File: src/rprc_pkg.sv
// ----------------------------------------------------------------------------
// rprc_pkg
// Shared types and constants for the request policy range classifier.
// ----------------------------------------------------------------------------
package rprc_pkg;

    // field widths of the input and result words
    localparam int SLOT_W    = 4;
    localparam int START_W   = 31;
    localparam int POLICY_W  = 8;
    localparam int REQ_W     = 32;
    localparam int VERDICT_W = 2;
    localparam int COUNT_W   = 5;

    // configuration port
    localparam int PADDR_W = 3;
    localparam int PDATA_W = 32;

    localparam logic REG_RANGE_COUNT = 1'b0;
    localparam logic REG_ON_CONNECT  = 1'b1;

    localparam logic [COUNT_W-1:0]  RANGE_COUNT_RESET = 5'd1;
    localparam logic [POLICY_W-1:0] ON_CONNECT_RESET  = 8'd0;

    // item kinds
    localparam logic KIND_LOAD     = 1'b0;
    localparam logic KIND_CLASSIFY = 1'b1;

    typedef enum logic [VERDICT_W-1:0] {
        VERDICT_CHECK   = 2'd0,
        VERDICT_SPECIAL = 2'd1,
        VERDICT_DIRECT  = 2'd2
    } verdict_t;

endpackage

File: src/request_policy_range_classifier.sv
// ----------------------------------------------------------------------------
// request_policy_range_classifier
// Classifies request numbers against a table of ascending range starts by
// binary search; load words fill the table one slot at a time.
// ----------------------------------------------------------------------------
//
//   channel   handshake            payload
//   -------   ------------------   ---------------------------------------------
//   input     in_valid / in_stall  kind, slot, range_start, policy_byte,
//                                  request_number
//   result    out_valid/out_stall  verdict, element_index, special_code,
//                                  matched_slot, was_connect
//   config    APB (psel..pready)   range_count (0x0), on_connect_policy (0x4)
//
// a load word writes the table ram directly
// a classify word runs a search of S compare steps (at most clog2(n)+1, n the
// searched slot count; none for -1 and below): one ram read per step, its
// compare steering the next read address
// one word is worked on at a time; a finished result sits in the output
// register while the next word is taken; a stalled output holds the block
// only once the next result is ready
// reset clears control and configuration; the table is undefined until loaded
// ----------------------------------------------------------------------------
module request_policy_range_classifier #(
    parameter int TABLE_DEPTH   = 16,
    parameter int SPECIAL_FLOOR = 250
) (
    input  logic                                   clk,
    input  logic                                   rst_n,

    input  logic                                   in_valid,
    output logic                                   in_stall,
    input  logic                                   kind,
    input  logic [rprc_pkg::SLOT_W-1:0]            slot,
    input  logic [rprc_pkg::START_W-1:0]           range_start,
    input  logic [rprc_pkg::POLICY_W-1:0]          policy_byte,
    input  logic signed [rprc_pkg::REQ_W-1:0]      request_number,

    output logic                                   out_valid,
    input  logic                                   out_stall,
    output logic [rprc_pkg::VERDICT_W-1:0]         verdict,
    output logic [rprc_pkg::POLICY_W-1:0]          element_index,
    output logic [rprc_pkg::POLICY_W-1:0]          special_code,
    output logic [rprc_pkg::SLOT_W-1:0]            matched_slot,
    output logic                                   was_connect,

    input  logic                                   psel,
    input  logic                                   penable,
    input  logic                                   pwrite,
    input  logic [rprc_pkg::PADDR_W-1:0]           paddr,
    input  logic [rprc_pkg::PDATA_W-1:0]           pwdata,
    output logic [rprc_pkg::PDATA_W-1:0]           prdata,
    output logic                                   pready
);

    localparam int AW     = (TABLE_DEPTH > 1) ? $clog2(TABLE_DEPTH) : 1;
    localparam int CW     = $clog2(TABLE_DEPTH + 1);
    localparam int WORD_W = rprc_pkg::START_W + rprc_pkg::POLICY_W;

    typedef enum logic [1:0] {
        ST_IDLE,
        ST_SEARCH,
        ST_FINISH
    } state_t;

    // ------------------------------------------------------------------
    // configuration registers
    // ------------------------------------------------------------------
    logic [rprc_pkg::COUNT_W-1:0]  range_count_reg;
    logic [rprc_pkg::POLICY_W-1:0] on_connect_reg;
    logic                          cfg_write;
    logic                          cfg_index;

    assign pready    = 1'b1;
    assign cfg_write = psel && penable && pwrite;
    assign cfg_index = paddr[2];

    always_ff @(posedge clk or negedge rst_n)
    begin
        if (!rst_n)
        begin
            range_count_reg <= rprc_pkg::RANGE_COUNT_RESET;
            on_connect_reg  <= rprc_pkg::ON_CONNECT_RESET;
        end
        else if (cfg_write)
        begin
            unique case (cfg_index)
                rprc_pkg::REG_RANGE_COUNT: range_count_reg <= pwdata[rprc_pkg::COUNT_W-1:0];
                rprc_pkg::REG_ON_CONNECT:  on_connect_reg  <= pwdata[rprc_pkg::POLICY_W-1:0];
                default: ;
            endcase
        end
    end

    always_comb
    begin
        unique case (cfg_index)
            rprc_pkg::REG_RANGE_COUNT: prdata = rprc_pkg::PDATA_W'(range_count_reg);
            rprc_pkg::REG_ON_CONNECT:  prdata = rprc_pkg::PDATA_W'(on_connect_reg);
            default:                   prdata = '0;
        endcase
    end

    // ------------------------------------------------------------------
    // control and datapath registers
    // ------------------------------------------------------------------
    state_t                        state_reg;
    logic                          out_valid_reg;
    logic [rprc_pkg::VERDICT_W-1:0] verdict_reg;
    logic [rprc_pkg::POLICY_W-1:0] element_reg;
    logic [rprc_pkg::POLICY_W-1:0] special_reg;
    logic [rprc_pkg::SLOT_W-1:0]   matched_reg;
    logic                          connect_reg;

    logic [rprc_pkg::POLICY_W-1:0] res_byte_reg;
    logic [AW-1:0]                 res_slot_reg;
    logic                          res_connect_reg;
    logic                          res_direct_reg;

    logic [rprc_pkg::START_W-1:0]  number_reg;
    logic [CW-1:0]                 lo_reg, lo_next;
    logic [CW-1:0]                 hi_reg, hi_next;
    logic [AW-1:0]                 mid_reg, mid_next;
    logic [AW-1:0]                 cand_slot_reg, cand_slot_next;
    logic [rprc_pkg::POLICY_W-1:0] cand_byte_reg, cand_byte_next;

    logic                          in_accept;
    logic                          out_free;
    logic                          search_more;
    logic [CW:0]                   mid_sum;
    logic [CW-1:0]                 n_clamped;
    logic [31:0]                   count_ext;

    logic                          ram_we;
    logic [AW-1:0]                 ram_waddr;
    logic [WORD_W-1:0]             ram_wdata;
    logic [WORD_W-1:0]             ram_rdata;
    logic [rprc_pkg::START_W-1:0]  rd_start;
    logic [rprc_pkg::POLICY_W-1:0] rd_policy;
    logic                          go_left;

    logic [31:0]                   slot_ext;
    logic [31:0]                   res_slot_ext;
    rprc_pkg::verdict_t            res_verdict;
    logic [rprc_pkg::POLICY_W-1:0] res_element;
    logic [rprc_pkg::POLICY_W-1:0] res_special;

    assign in_stall  = (state_reg != ST_IDLE);
    assign in_accept = in_valid && !in_stall;
    assign out_free  = !out_valid_reg || !out_stall;

    // table write from load words
    assign slot_ext  = 32'(slot);
    assign ram_we    = in_accept && (kind == rprc_pkg::KIND_LOAD) && (slot_ext < TABLE_DEPTH);
    assign ram_waddr = AW'(slot);
    assign ram_wdata = {range_start, policy_byte};

    assign rd_start  = ram_rdata[WORD_W-1:rprc_pkg::POLICY_W];
    assign rd_policy = ram_rdata[rprc_pkg::POLICY_W-1:0];
    assign go_left   = rd_start > number_reg;

    // searched slot count, zero taken as one, saturated at the depth
    assign count_ext = 32'(range_count_reg);
    always_comb
    begin
        priority if (count_ext == 32'd0)
            n_clamped = CW'(1);
        else if (count_ext > TABLE_DEPTH)
            n_clamped = CW'(TABLE_DEPTH);
        else
            n_clamped = CW'(count_ext);
    end

    // idle sets the range to all searched slots; one search step: the compare of
    // the word read last cycle picks the next half, and its middle is read right away
    always_comb
    begin
        lo_next        = lo_reg;
        hi_next        = hi_reg;
        cand_slot_next = cand_slot_reg;
        cand_byte_next = cand_byte_reg;
        if (state_reg == ST_IDLE)
        begin
            lo_next        = '0;
            hi_next        = n_clamped;
            cand_slot_next = '0;
            cand_byte_next = '0;
        end
        else if (state_reg == ST_SEARCH)
        begin
            if (go_left)
            begin
                hi_next = CW'(mid_reg);
                // nothing below slot 0 holds the number: slot 0 is used
                if (mid_reg == '0)
                begin
                    cand_slot_next = '0;
                    cand_byte_next = rd_policy;
                end
            end
            else
            begin
                lo_next        = CW'(mid_reg) + CW'(1);
                cand_slot_next = mid_reg;
                cand_byte_next = rd_policy;
            end
        end
        mid_sum     = (CW + 1)'(lo_next) + (CW + 1)'(hi_next);
        mid_next    = AW'(mid_sum >> 1);
        search_more = hi_next > lo_next;
    end

    rprc_ram #(
        .WIDTH (WORD_W),
        .DEPTH (TABLE_DEPTH)
    ) u_table (
        .clk   (clk),
        .we    (ram_we),
        .waddr (ram_waddr),
        .wdata (ram_wdata),
        .raddr (mid_next),
        .rdata (ram_rdata)
    );

    always_ff @(posedge clk)
    begin
        lo_reg        <= lo_next;
        hi_reg        <= hi_next;
        mid_reg       <= mid_next;
        cand_slot_reg <= cand_slot_next;
        cand_byte_reg <= cand_byte_next;
    end

    // policy byte to verdict
    assign res_slot_ext = 32'(res_slot_reg);
    always_comb
    begin
        res_element = '0;
        res_special = '0;
        priority if (res_direct_reg)
            res_verdict = rprc_pkg::VERDICT_DIRECT;
        else if (res_byte_reg >= rprc_pkg::POLICY_W'(SPECIAL_FLOOR))
        begin
            res_verdict = rprc_pkg::VERDICT_SPECIAL;
            res_special = res_byte_reg;
        end
        else
        begin
            res_verdict = rprc_pkg::VERDICT_CHECK;
            res_element = res_byte_reg;
        end
    end

    always_ff @(posedge clk or negedge rst_n)
    begin
        if (!rst_n)
        begin
            state_reg       <= ST_IDLE;
            out_valid_reg   <= 1'b0;
            verdict_reg     <= '0;
            element_reg     <= '0;
            special_reg     <= '0;
            matched_reg     <= '0;
            connect_reg     <= 1'b0;
            res_byte_reg    <= '0;
            res_slot_reg    <= '0;
            res_connect_reg <= 1'b0;
            res_direct_reg  <= 1'b0;
            number_reg      <= '0;
        end
        else
        begin
            // a finishing word reloads the output register below
            if (out_valid_reg && !out_stall && (state_reg != ST_FINISH))
            begin
                out_valid_reg <= 1'b0;
            end
            unique case (state_reg)
                ST_IDLE:
                begin
                    if (in_accept && (kind == rprc_pkg::KIND_CLASSIFY))
                    begin
                        res_slot_reg    <= '0;
                        res_connect_reg <= 1'b0;
                        res_direct_reg  <= 1'b0;
                        res_byte_reg    <= '0;
                        if (!request_number[rprc_pkg::REQ_W-1])
                        begin
                            number_reg <= request_number[rprc_pkg::START_W-1:0];
                            state_reg  <= ST_SEARCH;
                        end
                        else if (&request_number)
                        begin
                            // connect request
                            res_byte_reg    <= on_connect_reg;
                            res_connect_reg <= 1'b1;
                            state_reg       <= ST_FINISH;
                        end
                        else
                        begin
                            res_direct_reg <= 1'b1;
                            state_reg      <= ST_FINISH;
                        end
                    end
                end
                ST_SEARCH:
                begin
                    if (!search_more)
                    begin
                        res_byte_reg <= cand_byte_next;
                        res_slot_reg <= cand_slot_next;
                        state_reg    <= ST_FINISH;
                    end
                end
                ST_FINISH:
                begin
                    if (out_free)
                    begin
                        out_valid_reg <= 1'b1;
                        verdict_reg   <= res_verdict;
                        element_reg   <= res_element;
                        special_reg   <= res_special;
                        matched_reg   <= res_slot_ext[rprc_pkg::SLOT_W-1:0];
                        connect_reg   <= res_connect_reg;
                        state_reg     <= ST_IDLE;
                    end
                end
                default:
                begin
                    state_reg <= ST_IDLE;
                end
            endcase
        end
    end

    assign out_valid     = out_valid_reg;
    assign verdict       = verdict_reg;
    assign element_index = element_reg;
    assign special_code  = special_reg;
    assign matched_slot  = matched_reg;
    assign was_connect   = connect_reg;

endmodule

File: src/rprc_ram.sv
// ----------------------------------------------------------------------------
// rprc_ram
// Generic simple dual-port RAM: one write port, one read port, registered read.
// ----------------------------------------------------------------------------
module rprc_ram #(
    parameter int WIDTH = 39,
    parameter int DEPTH = 16
) (
    input  logic                                   clk,
    input  logic                                   we,
    input  logic [((DEPTH > 1) ? $clog2(DEPTH) : 1)-1:0] waddr,
    input  logic [WIDTH-1:0]                       wdata,
    input  logic [((DEPTH > 1) ? $clog2(DEPTH) : 1)-1:0] raddr,
    output logic [WIDTH-1:0]                       rdata
);

    logic [WIDTH-1:0] mem [DEPTH];
    logic [WIDTH-1:0] rdata_reg;

    always_ff @(posedge clk)
    begin
        if (we)
        begin
            mem[waddr] <= wdata;
        end
        rdata_reg <= mem[raddr];
    end

    assign rdata = rdata_reg;

endmodule
File: config.mk
export PLATFORM = sky130hd
export DESIGN_NAME = request_policy_range_classifier
export DESIGN_NICKNAME = d
export VERILOG_FILES = /design/src/rprc_pkg.sv /design/src/request_policy_range_classifier.sv /design/src/rprc_ram.sv
export SDC_FILE = /design/constraint.sdc
export NUM_CORES = 1
export LEC_CHECK = 0
export ABC_CLOCK_PERIOD_IN_PS = 4200
export BUFFER_PORTS_ARGS = -buffer_cell sky130_fd_sc_hd__buf_2
export CORE_ASPECT_RATIO = 1.25
export CORE_MARGIN = 2
export CORE_UTILIZATION = 35
export CTS_BUF_LIST = sky130_fd_sc_hd__clkbuf_8
export CTS_CLUSTER_SIZE = 14
export DETAILED_ROUTE_END_ITERATION = 10
export PLACE_DENSITY_LB_ADDON = 0.3
export SETUP_SLACK_MARGIN = 0.3
export SYNTH_ARGS = -nofsm -noshare
export SYNTH_HDL_FRONTEND = slang
export SYNTH_SLANG_ARGS = --single-unit
File: constraint.sdc
create_clock -name clk -period 4.2 [get_ports clk]
set_input_delay 0.84 -clock clk [delete_from_list [all_inputs] [get_ports clk]]
set_output_delay 0.84 -clock clk [all_outputs]
set_load 0.05 [all_outputs]
==> results of run 1 <==
## per-stage QoR
stage | setup WS [ns] | util [%] | total power, µW
floorplan | 0.0908 | - | 17000
global placement | -0.476 | 39.4 | 21600
detailed placement | -0.511 | 39.4 | 21700
CTS | -0.377 | 43.0 | 29200
global route | -0.557 | 43.5 | 31200
finish | -0.424 | 43.5 | 29700
## per-layer routing
metal  global-route usage, %  routed length, µm  up-vias
met5                       0                117        -
met3                    3.57               5070      142
met4                    6.11               2000       22
met1                    22.1              31100     8503
li1                        -                  -     7234
met2                    28.5              37600      543
## Yosys cell counts, drive strengths merged, types with 3 or more instances
cell type  number  area share [%]
edfxtp        624              62
mux4          156              12
o21ai          89             1.5
nand2          88             1.1
dfrtp          83             6.9
buf            65             1.3
dfxtp          65             4.3
mux2i          44             1.5
inv            43            0.54
ha             42             1.7
a22oi          39            0.97
nor2           37            0.46
clkbuf         32            0.40
a21oi          30            0.54
mux2           26            0.97
nand4          24            0.55
nand3          18            0.30
a22o           15            0.44
nor3           10            0.20
a21o            7            0.17
a31oi           7            0.15
o211ai          7            0.19
o221ai          7            0.20
o22ai           7            0.15
and3            6            0.12
nand2b          5            0.10
a211oi          4            0.10
a21boi          4            0.10
and2            4           0.083
or3             4            0.10
nor4            3           0.083
o21a            3           0.075
xor2            3           0.087
## kinds of logic after synthesis
| logic type | Yosys count |
|---|---|
| AOI/OAI and AO/OA | 228 |
| muxes | 226 |
| DFF | 773 |
| buffers and inverters | 140 |
| adders and majority gates | 43 |
| other | 2 |
| xor gates and xnor gates | 5 |
| and+or+nand+nor | 206 |
## what timing repair did
item | CTS | global route
gates resized for setup | 104 | 66
hold buffers | 0 | 0
endpoints found under the setup margin | 52 | 55
setup buffers | 29 | 12
endpoints found under the hold margin | 0 | 0
gates cloned | 4 | 2
pin swaps | 25 | 28
## how the worst max path moves through the flow
stage,endpoint,slack [ns],depth (start not counted)
floorplan,u_table.rdata[17]$_DFF_P_,0.09,17
global placement,u_table.rdata[34]$_DFF_P_,-0.48,15
detailed placement,u_table.rdata[34]$_DFF_P_,-0.51,15
CTS,u_table.rdata[8]$_DFF_P_,-0.38,17
global route,u_table.rdata[19]$_DFF_P_,-0.56,17
finish,u_table.rdata[14]$_DFF_P_,-0.42,17
## power breakdown
group	switching [µW]	total (µW)	internal [µW]	leakage, µW
registers	365	9320	8960	0.00725
logic	6810	14200	7440	0.00459
clock network	2850	6100	3240	0.00138
total	10000	29700	19600	0.0132
## final cells by class
cell class	instances	area, µm²
clock buffers	139	1910
fillers	7391	48200
multi-input cells	734	8170
well taps	1098	1370
inverters	43	161
diodes	7	17.5
clock inverters	81	453
repair buffers	326	2960
flip-flops and latches	773	22100
## critical path, stage by stage, from the launching register on
cell and delay [ns]:
dfrtp_1 0.33, inv_1 0.07, ha_4 0.27, nand4_1 0.13, or2_4 0.31, a21oi_4 0.16
nand4_4 0.15, buf_12 0.17, o211ai_4 0.19, a21oi_2 0.10, a211o_1 0.32, ha_2 0.20
fa_4 0.89, buf_12 0.19, buf_4 0.17, mux4_2 0.51, a22oi_2 0.20, o21ai_0 0.11
==> qor.yml, run 1 <==
slew_headroom_pct: 33.1
design_area_mm2: 0.0372
syn_avg_cell_area_um2: 18.6
drive_gt1_share_pct: 38.6
synth_top_family_by_area: "multiplexers"
avgRoutedWirePerCell_um: 23.7
final_nets: 2154
arrival_ns: 5.20
async_flop_share_pct: 10.9
largest_register_ffs: 624
drt-initial-drc-count: 1279
drc: 0
grt_pass1_wl_um: 111000
routed_wl_um: 75800
synth-main-ff-cell: "edfxtp_1"
synthCells: 1623
core_area_mm2: 0.0854
drv_cap: 0
post_dp_cell_area_mm2: 0.0336
antenna_found_initial: 16
crit_start: "number_reg[30]$_DFFE_PN0P_"
reg2reg_to: "u_table.rdata[14]$_DFF_P_"
fmax_mhz: 216
synth_compound_area_share_pct: 4.90
synth-warning-count: 0
die_w_um: 266
clock_latency_ns: 0.75
slew_violations: 0
final_common_cell: "edfxtp_1"
portBuffers: 124
drt_first_pass_iters: 5
clk_path_buf_depth: 3
final_cell_mix: "edfxtp_1, mux4_2, clkbuf_8"
rows: 120
cts_buffers: 115
htreeDepth: 3
peakVddDrop_mv: 0.567
grt_overflow_total: 0
clock_skew_ns: 0.0402
fin_tns_setup_ns: -16.38
synth.area.mux_share_pct: 14.1
reg2reg_setup_slack_ns: -0.42
p_leak_uw: 0.0132
ys_ff_latch: 773
setup_viol_count_final: 52
die_h_um: 332
ant_nets: 0
critPathMaxFanout: 8
status: "finished with violations"
clkTransAtPathRegs_ns: 0.06
cp.required_ns: 4.78
drt-vias-per-instance: 5.14
num_io_pins: 176
netlist_area_mm2: 0.0301
grt_setup_unrepaired: "yes"
p_per_area_mw_per_mm2: 798
worstMarginPinSlew_ns: 0.994
cts_tree: "built"
path_class: "flop to flop"
grt_usage_pct: 17.1
reg2reg_from: "number_reg[30]$_DFFE_PN0P_"
hold_viol_final: 0
finalCritPeriodShare_pct: 110
final_cells: 3201
ys_seq_area_share_pct: 73.5
hp-class: "input pin to asynchronous set/reset pin"
syn2layout_area_growth_pct: 23.5
grt_pass1_vias: 17234
cts-root-buf: "clkbuf_8"
grt_max_degree: 67
yosys.area_share.xor_xnor_pct: 0.145
period_minus_slack_ns: 4.62
reg2regPathDepth: 17
place_hpwl_um: 44400
yosys.area_share.simple_pct: 3.27
critPathLaunchType: "flop"
initial_core_util_pct: 35.3
holdWs_ns: 0.253
synth-adder-area-share_pct: 1.81
endpoint_kind: "flop"
gp_congestion: 0.845
clock-sinks: 773
dp.cells: 2927
synth-edff-count: 624
num_vias: 16444
layout_setup_ws_ns: -0.424
violations: "negative setup slack"
synth.distinct_cells: 60
die_area_mm2: 0.0884
Power figures use the tool's default switching activity.
==> run 2: changes to the inputs <==
- CORE_UTILIZATION: 35 -> 25
==> run 2 against run 1 <==
The flow still finishes with violations (negative setup slack). Register-to-register slack got worse by 0.06 ns. Wire length increased by 11%. First-iteration DRC count rose by 3.7%. Highest routed layer unchanged. Sequential power rose by 1%. Clock skew rose by 0.012 ns. Die area rose by 39%. Sequential share of layout area decreased by 1.7 points. Clock power up 6.2%.
==> qor.yml, run 2 (synthesized netlist as in run 1, its figures left out) <==
final_common_cell: "edfxtp_1"
portBuffers: 124  # unchanged
clock_latency_ns: 0.81  # +0.06 ns
setup_viol_count_final: 41  # -21%
routed_wl_um: 84200  # +11%
critPathLaunchType: "flop"
p_leak_uw: 0.0133  # +0.91%
place_hpwl_um: 48800  # +9.9%
drt-initial-drc-count: 1326  # +3.7%
rows: 142  # +18%
ant_nets: 0  # unchanged
clk_path_buf_depth: 3  # unchanged
fillCellCount: 11583  # +57%
clock_skew_ns: 0.0518  # +0.0116 ns
grt_setup_unrepaired: "yes"
clock-sinks: 773  # unchanged
grt_overflow_total: 0  # unchanged
post_dp_cell_area_mm2: 0.0343  # +1.9%
fin_tns_setup_ns: -16.81  # -0.429 ns
endpoint_kind: "flop"
die_h_um: 392  # +18%
drt-vias-per-instance: 4.52  # -12%
die_area_mm2: 0.123  # +39%
num_vias: 16707  # +1.6%
arrival_ns: 5.36  # +0.16 ns
core_area_mm2: 0.120  # +40%
peakVddDrop_mv: 0.349  # -38%
final_cells: 3700  # +16%
gp_congestion: 0.809  # -4.3%
initial_core_util_pct: 25.1  # -10 points
critPathMaxFanout: 6  # -2
fmax_mhz: 213  # -1.4%
clkTransAtPathRegs_ns: 0.07  # about the same
utilization_pct: 32.0  # -12 points
cts_buffers: 132  # +15%
status: "finished with violations"
largest_register_ffs: 624  # unchanged
grt_pass1_vias: 17439  # +1.2%
hold_viol_final: 0  # unchanged
grt_max_degree: 63  # -6.0%
violations: "negative setup slack"
cts_tree: "built"
num_io_pins: 176  # unchanged
cts_hold_buf: 0  # unchanged
syn2layout_area_growth_pct: 27.1
dp.cells: 3406  # +16%
worstMarginPinSlew_ns: 0.972  # -0.0227 ns
slew_headroom_pct: 35.2  # +2.1 points
grt_usage_pct: 13.6  # -3.5 points
grt_pass1_wl_um: 121000  # +8.5%
path_class: "flop to flop"
drive_gt1_share_pct: 38.7  # +0.057 points
cts-root-buf: "clkbuf_8"
detailedPlace.worstSlack_ns: -0.638  # -0.127 ns
slew_violations: 0  # unchanged
period_minus_slack_ns: 4.69  # +0.0642 ns
antenna_found_initial: 23  # +7
final_cell_mix: "edfxtp_1, mux4_2, clkbuf_8"
drt_first_pass_iters: 7  # +2
design_area_mm2: 0.0383  # +2.9%
drc: 0  # unchanged
cp.required_ns: 4.88  # +0.10 ns
drv_cap: 0  # unchanged
slowest_stage: "fa_4"
cp_cell_sequence: "ha_4 > nand4_1 > a21oi_2 > a2111oi_4 > clkbuf_16 > buf_4 > o2111ai_4 > and3_4 > o21a_4 > fa_4 > buf_12 > buf_8 > bufbuf_16 > mux4_2 > a22oi_1 > o21ai_1"
final_nets: 2165  # +0.51%
die_w_um: 314  # +18%
critPathMaxStageDelay_ns: 0.89  # about the same
layout_setup_ws_ns: -0.488  # -0.0642 ns
hp-class: "input pin to asynchronous set/reset pin"
avgRoutedWirePerCell_um: 22.8  # -3.9%
p_per_area_mw_per_mm2: 814  # +2.0%
finalCritPeriodShare_pct: 112  # +1.5 points
htreeDepth: 4  # +1
[run 2: cell types whose count changed in the layout (fill, tap and decap cells not counted), sizes merged, moves of 2 or more]
cell    before  now
inv         89  100
buf        323  318
clkbuf     142  147
clkinv      27   31
diode        7    5
[run 2: repair_timing]
item,in CTS,in global routing
endpoints found under the hold margin,0,0
setup endpoints to repair,55,55
pin swaps,36,31
resized for setup,130,67
gates cloned,13,1
buffers inserted,20,14
[run 2: worst max-delay path: cells and delay by family, from the launching register on]
kind	cells	cell delay (ns)
and+or+nand+nor	2	0.38
adders and majority gates	2	1.16
DFF	1	0.50
muxes	1	0.50
AOI/OAI and AO/OA	6	1.08
buffers and inverters	5	0.95
[run 2: per-stage QoR]
stage                     hold slack [ns]  total power [µW]
after CTS                          0.0970             30800
after floorplan                     0.435             17000
final                               0.146             31100
after global routing                0.170             32700
after global placement              0.449             21700
after detailed placement            0.451             21800
[run 2: final timing paths]
| check | slack (ns) | cells after the start | to | startpoint |
|---|---|---|---|---|
| max | -0.49 | 16 | u_table.rdata[31]$_DFF_P_ | u_table.rdata[14]$_DFF_P_ |
| min | 0.15 | 1 | matched_slot[0]$_DFFE_PN0P_ | rst_n |
| max reg2reg | -0.49 | 16 | u_table.rdata[31]$_DFF_P_ | u_table.rdata[14]$_DFF_P_ |
| min reg2reg | 0.46 | 2 | cand_byte_reg[6]$_DFF_P_ | cand_byte_reg[6]$_DFF_P_ |
| max in group asynchronous | 3.11 | 2 | range_count_reg[0]$_DFFE_PN1P_ | rst_n |
| min in group clk | 0.28 | 3 | number_reg[22]$_DFFE_PN0P_ | request_number[22] |
[run 2: layout make-up]
cell class	count	area, µm²	share of cell area (%)
Sequential cell	773	22200	57.9
Multi-Input combinational cell	733	8240	21.5
Timing Repair Buffer	321	3200	8.35
Clock buffer	145	2000	5.21
Tap cell	1584	1980	5.18
Clock inverter	96	538	1.41
Inverter	43	164	0.428
Antenna cell	5	12.5	0.0327
[run 2: where the power goes]
| part | switching (µW) | total (µW) | leakage (µW) | internal, µW |
|---|---|---|---|---|
| Combinational | 7280 | 15200 | 0.00463 | 7970 |
| Clock | 3090 | 6480 | 0.00147 | 3390 |
| Sequential | 447 | 9410 | 0.00725 | 8970 |
| Total | 10800 | 31100 | 0.0133 | 20300 |
[run 2: per-layer routing]
layer	track usage, %	wire (µm)	up-vias
met1	18.1	36900	8679
met3	3.25	5780	155
met4	4.55	2100	18
met5	0	106	-
met2	21.6	39300	574
li1	-	-	7281
